$ cat src/ete_pkg.sv
// Shared types, constants and the arctangent table for the equatorial to
// horizontal converter. No dependencies.
package ete_pkg;

   localparam int DEF_ANGLE_BITS = 32;

   localparam int ROT_W       = 34;
   localparam int VEC_W       = 46;
   localparam int AT_IN_W     = 34;
   localparam int SQ_W        = 61;
   localparam int ROT_STAGES  = 30;
   localparam int VEC_STAGES  = 32;
   localparam int SQRT_STAGES = 31;
   localparam int NORM_STEPS  = 7;
   localparam int SC_LAT      = ROT_STAGES + 2;
   localparam int AT_LAT      = 1 + NORM_STEPS + VEC_STAGES;

   localparam logic signed [31:0] ONE_Q30  = 32'sd1073741824;
   localparam logic signed [31:0] GAIN_Q30 = 32'sd652032874;
   localparam logic [31:0] QUARTER_ANG     = 32'h4000_0000;
   localparam logic [31:0] NEG_QUARTER_ANG = 32'hC000_0000;
   localparam logic [31:0] HALF_ANG        = 32'h8000_0000;

   typedef enum logic [1:0] {
      SPEC_NONE = 2'd0,
      SPEC_ZERO = 2'd1,
      SPEC_POS  = 2'd2,
      SPEC_NEG  = 2'd3
   } spec_type;

   typedef struct packed {
      logic signed [ROT_W-1:0] x;
      logic signed [ROT_W-1:0] y;
      logic signed [ROT_W-1:0] z;
      logic                    neg;
      spec_type                spec;
   } rot_type;

   typedef struct packed {
      logic signed [VEC_W-1:0] x;
      logic signed [VEC_W-1:0] y;
      logic [31:0]             z;
   } vec_type;

   typedef struct packed {
      logic [SQ_W-1:0] v;
      logic [SQ_W-1:0] res;
   } sqrt_type;

   function automatic logic [31:0] atan_angle(input int i);
      logic [31:0] a;
      case (i)
         0:  a = 32'h20000000;  1:  a = 32'h12E4051E;  2:  a = 32'h09FB385B;
         3:  a = 32'h051111D4;  4:  a = 32'h028B0D43;  5:  a = 32'h0145D7E1;
         6:  a = 32'h00A2F61E;  7:  a = 32'h00517C55;  8:  a = 32'h0028BE53;
         9:  a = 32'h00145F2F;  10: a = 32'h000A2F98;  11: a = 32'h000517CC;
         12: a = 32'h00028BE6;  13: a = 32'h000145F3;  14: a = 32'h0000A2FA;
         15: a = 32'h0000517D;  16: a = 32'h000028BE;  17: a = 32'h0000145F;
         18: a = 32'h00000A30;  19: a = 32'h00000518;  20: a = 32'h0000028C;
         21: a = 32'h00000146;  22: a = 32'h000000A3;  23: a = 32'h00000051;
         24: a = 32'h00000029;  25: a = 32'h00000014;  26: a = 32'h0000000A;
         27: a = 32'h00000005;  28: a = 32'h00000003;  29: a = 32'h00000001;
         30: a = 32'h00000001;
         default: a = 32'h00000000;
      endcase
      return a;
   endfunction

endpackage

$ cat src/ete_sqrt_cell.sv
// One digit of the integer floor square root, with its output register.
// Depends on ete_pkg.
module ete_sqrt_cell #(
   parameter int STAGE = 0
) (
   input  logic              clock,
   input  logic              en,
   input  ete_pkg::sqrt_type d,
   output ete_pkg::sqrt_type q
);
   import ete_pkg::*;

   localparam logic [SQ_W-1:0] BIT = SQ_W'(1) << (SQ_W - 1 - 2 * STAGE);

   sqrt_type q_ff, q_in;
   logic [SQ_W-1:0] trial;

   always_comb begin
      trial = d.res + BIT;
      if (d.v >= trial) begin
         q_in.v   = d.v - trial;
         q_in.res = (d.res >> 1) + BIT;
      end else begin
         q_in.v   = d.v;
         q_in.res = d.res >> 1;
      end
   end

   always_ff @(posedge clock) begin
      if (en) q_ff <= q_in;
   end

   assign q = q_ff;
endmodule

$ cat config.mk
export PLATFORM = sky130hd
export DESIGN_NAME = ete_sqrt_cell
export DESIGN_NICKNAME = d
export VERILOG_FILES = /design/src/ete_pkg.sv /design/src/ete_sqrt_cell.sv
export SDC_FILE = /design/constraint.sdc
export NUM_CORES = 1
export LEC_CHECK = 0
export BUFFER_PORTS_ARGS = -buffer_cell sky130_fd_sc_hd__buf_2
export CAP_MARGIN = 5
export CORE_MARGIN = 4
export CORE_UTILIZATION = 30
export CTS_CLUSTER_DIAMETER = 50
export CTS_CLUSTER_SIZE = 14
export DETAILED_ROUTE_END_ITERATION = 12
export GPL_TIMING_DRIVEN = 0
export PLACE_DENSITY = 0.48
export SYNTH_ARGS = -nofsm -noshare
export SYNTH_HDL_FRONTEND = slang
export SYNTH_SLANG_ARGS = --single-unit
export TNS_END_PERCENT = 100
$ cat constraint.sdc
create_clock -name clock -period 4.15 [get_ports clock]
set_input_delay 0.2075 -clock clock [delete_from_list [all_inputs] [get_ports clock]]
set_output_delay 0.2075 -clock clock [all_outputs]
set_load 0.02 [all_outputs]
==> impl_metrics.yaml <==
floorplan:
  core_um2: 27900
  die_w_um: 177
  fp-row-count: 61
  die-area_um2: 31200
  initial_utilization_pct: 30.6
  die_h_um: 177
  ios: 246
route:
  drt-initial-drc-count: 355
  drt_first_pass_iters: 5
  drt_wl_total_um: 26300
  antenna_left: 0
  drc: 0
  vias: 7428
  viasPerCell: 4.76
  avgRoutedWirePerCell_um: 16.9
clocking:
  post_cts_buffers: 0
  cts.repair.resized: 0
  cts_sinks: 122
  numCtsBuffers: 17
  htree_levels: 4
  tritoncts: "done"
  root_buffer: "clkbuf_16"
  postCtsHoldBufs: 58
  clk_path_buf_depth: 2
  clk_pin_slew_worst_paths_ns: 0.06
worst_setup_path:
  cp.arrival_ns: 3.83
  worst-path-max-fanout: 8
  path_class: "in2reg"
  endpoint_kind: "flop"
  crit_required_ns: 4.32
  start_kind: "input port"
layout:
  utilization_pct: 40.9
  fillers: 2814
  num_antenna_cells: 0
  drive_gt1_share_pct: 32.7
  multiInputGateArea_um2: 4310
  nNetsFinal: 1355
  instances_no_fill: 1560
  largest_reg_flops: 122
  ff_latch_area_um2: 3660
  area.growth.synth_to_final_pct: 33.9
synth:
  yosysSeqAreaShare_pct: 42.9
  netlist-cell-type-count: 67
  synth_cells: 846
  yosysWarnings: 0
  avgSynthCellArea_um2: 10.1
  synth_nets: 1032
  synth-edff-count: 122
  synth_area_um2: 8540
  synthFlopType: "edfxtp_1"
  async_flop_share_pct: 0
  ys_ff_latch: 122
hold_path:
  min_from: "d[1]"
  min_path_cells: 1
  hold_class: "in2reg"
  holdPathEnd: "q[0]$_DFFE_PP_"
sta:
  setup_violations: 0
  tns_ns: 0
  rsz0062_at_grt: "false"
  hold_viol: 0
  drv_slew: 0
  finalCritPeriodShare_pct: 88.3
  worst_pin_slew_ns: 0.583
  fmax_ghz: 0.273
  slew_headroom_pct: 60.7
  finalWorstPathRequiredPeriod_ns: 3.66
  finalWorstSetupSlack_ns: 0.485
global_routing:
  grt_overflow: 0
  grt_first_pass_wirelength_um: 41400
  grt_pass1_vias: 7643
  antenna_found_initial: 2
  grt_max_degree: 67
  grt_use_total_pct: 16.8
power:
  max-vdd-ir-drop_mv: 0.192
  p_per_area_nw_per_um2: 388
  totalPowerFinal_uw: 4430
  p_leak_uw: 0.00500
placement:
  pre_cts_ws_ns: 0.485
  numPortBuffers: 245
  dp_cells: 1470
  gp_congestion: 0.824
  dpl.hpwl_um: 20500
outcome:
  status: "completed"
flow_run:
  cap_violations: 0
==> power by group <==
part / total (uW) / switching (uW) / internal, uW
Clock: 1520 / 638 / 883
Sequential: 1560 / 28.7 / 1530
Combinational: 1350 / 824 / 530
Total: 4430 / 1490 / 2940
==> metal layers <==
metal | up-vias | track usage (%) | wire length [um]
met5 | - | 0 | 23
met4 | 4 | 5.51 | 538
met3 | 35 | 4.29 | 1780
met2 | 217 | 26.1 | 11600
met1 | 3443 | 23.1 | 12400
li1 | 3729 | - | -
==> worst max-delay path by stage <==
stage / start / endpoint / slack, ns / cells past startpoint
after floorplan: d[61] / q[119]$_DFFE_PP_ / 1.18 / 13
after global placement: d[61] / q[119]$_DFFE_PP_ / 0.48 / 14
after detailed placement: d[61] / q[107]$_DFFE_PP_ / 0.48 / 14
after CTS: d[14] / q[120]$_DFFE_PP_ / 0.54 / 15
after global routing: d[14] / q[120]$_DFFE_PP_ / 0.27 / 15
final: d[14] / q[120]$_DFFE_PP_ / 0.49 / 15
==> synthesized netlist by cell type (3+ instances only) <==
master,n,area share (%)
a21boi_0,3,0.26
and2_1,4,0.29
nand2_1,54,2.4
nand3_1,9,0.53
edfxtp_1,122,43
clkbuf_1,14,0.62
mux2_2,12,1.6
ha_1,61,8.9
xor2_1,30,3.1
and3_1,5,0.37
nand2b_1,5,0.37
nor2b_1,5,0.37
inv_1,70,3.1
nor2_1,67,2.9
a21oi_1,87,5.1
a31oi_1,4,0.29
mux2_1,7,0.92
nand4_1,27,2.0
a31o_2,3,0.31
buf_4,4,0.35
o21bai_1,18,1.6
o21ai_1,4,0.23
o21a_1,9,0.79
xnor2_1,27,2.8
o211ai_1,6,0.53
nor3_2,3,0.35
a21o_1,32,2.8
a21oi_2,28,2.9
buf_2,16,0.94
and4_1,4,0.41
nor2_2,19,1.4
o31a_1,3,0.31
nor3_1,7,0.41
or3_1,4,0.29
buf_6,7,0.92
o21ai_0,26,1.5
==> stage by stage <==
step,hold slack [ns],area [um^2]
final,0.0246,11400
after global routing,0.0255,11400
after CTS,0.00211,11400
after detailed placement,0.400,10300
after global placement,0.400,10200
after floorplan,0.306,8540
==> area by class of cell <==
| cell class | count | area share [%] |
|---|---|---|
| Timing Repair Buffer | 304 | 16.1 |
| Clock inverter | 15 | 1.32 |
| Sequential cell | 122 | 32.1 |
| Clock buffer | 17 | 3.72 |
| Multi-Input combinational cell | 610 | 37.8 |
| Tap cell | 378 | 4.14 |
| Inverter | 70 | 2.30 |
| Buffer | 44 | 2.59 |
==> critical path: stages <==
cell and delay (ns):
dlygate4sd3_1 0.52, buf_2 0.10, inv_1 0.04, ha_1 0.27
buf_2 0.17, a21oi_1 0.28, o21ai_0 0.23, a221oi_2 0.30
a31oi_1 0.12, a31o_2 0.30, a21oi_1 0.30, nor3_1 0.19
o31a_1 0.38, nor4b_1 0.33, nor3_2 0.08
==> placed cells by master (no fill, tap or decap), drive strengths merged, types with 3 or more instances in the layout <==
master,Yosys,routed
a31o,3,3
a21oi,115,115
xor2,30,30
nand4,28,28
a21boi,4,4
edfxtp,122,122
inv,70,72
a221oi,4,4
nor3,10,10
o31a,3,3
and3,5,5
and4,4,4
xnor2,27,27
nor2,86,86
o21ai,30,30
dlygate4sd3,0,58
mux2,19,19
a31oi,5,5
clkinvlp,0,7
a21o,32,32
clkinv,0,4
nand3,9,9
o21a,9,9
nand2b,5,5
nor2b,5,5
or3,5,5
buf,30,276
clkbuf,14,31
o31ai,3,3
o211ai,7,7
or2,3,3
o21bai,18,18
and2,4,4
nand2,55,55
ha,61,61
==> kinds of logic after synthesis <==
logic type | after synthesis | synth area share [%]
AO/OA/AOI/OAI | 246 | 19.6
AND/OR/NAND/NOR | 226 | 13.4
flip-flops | 122 | 42.9
buffers and inverters | 114 | 6.55
adder cells (fa/ha/maj) | 62 | 9.17
XOR/XNOR | 57 | 5.85
multiplexers | 19 | 2.51
Power figures use the tool's default switching activity.
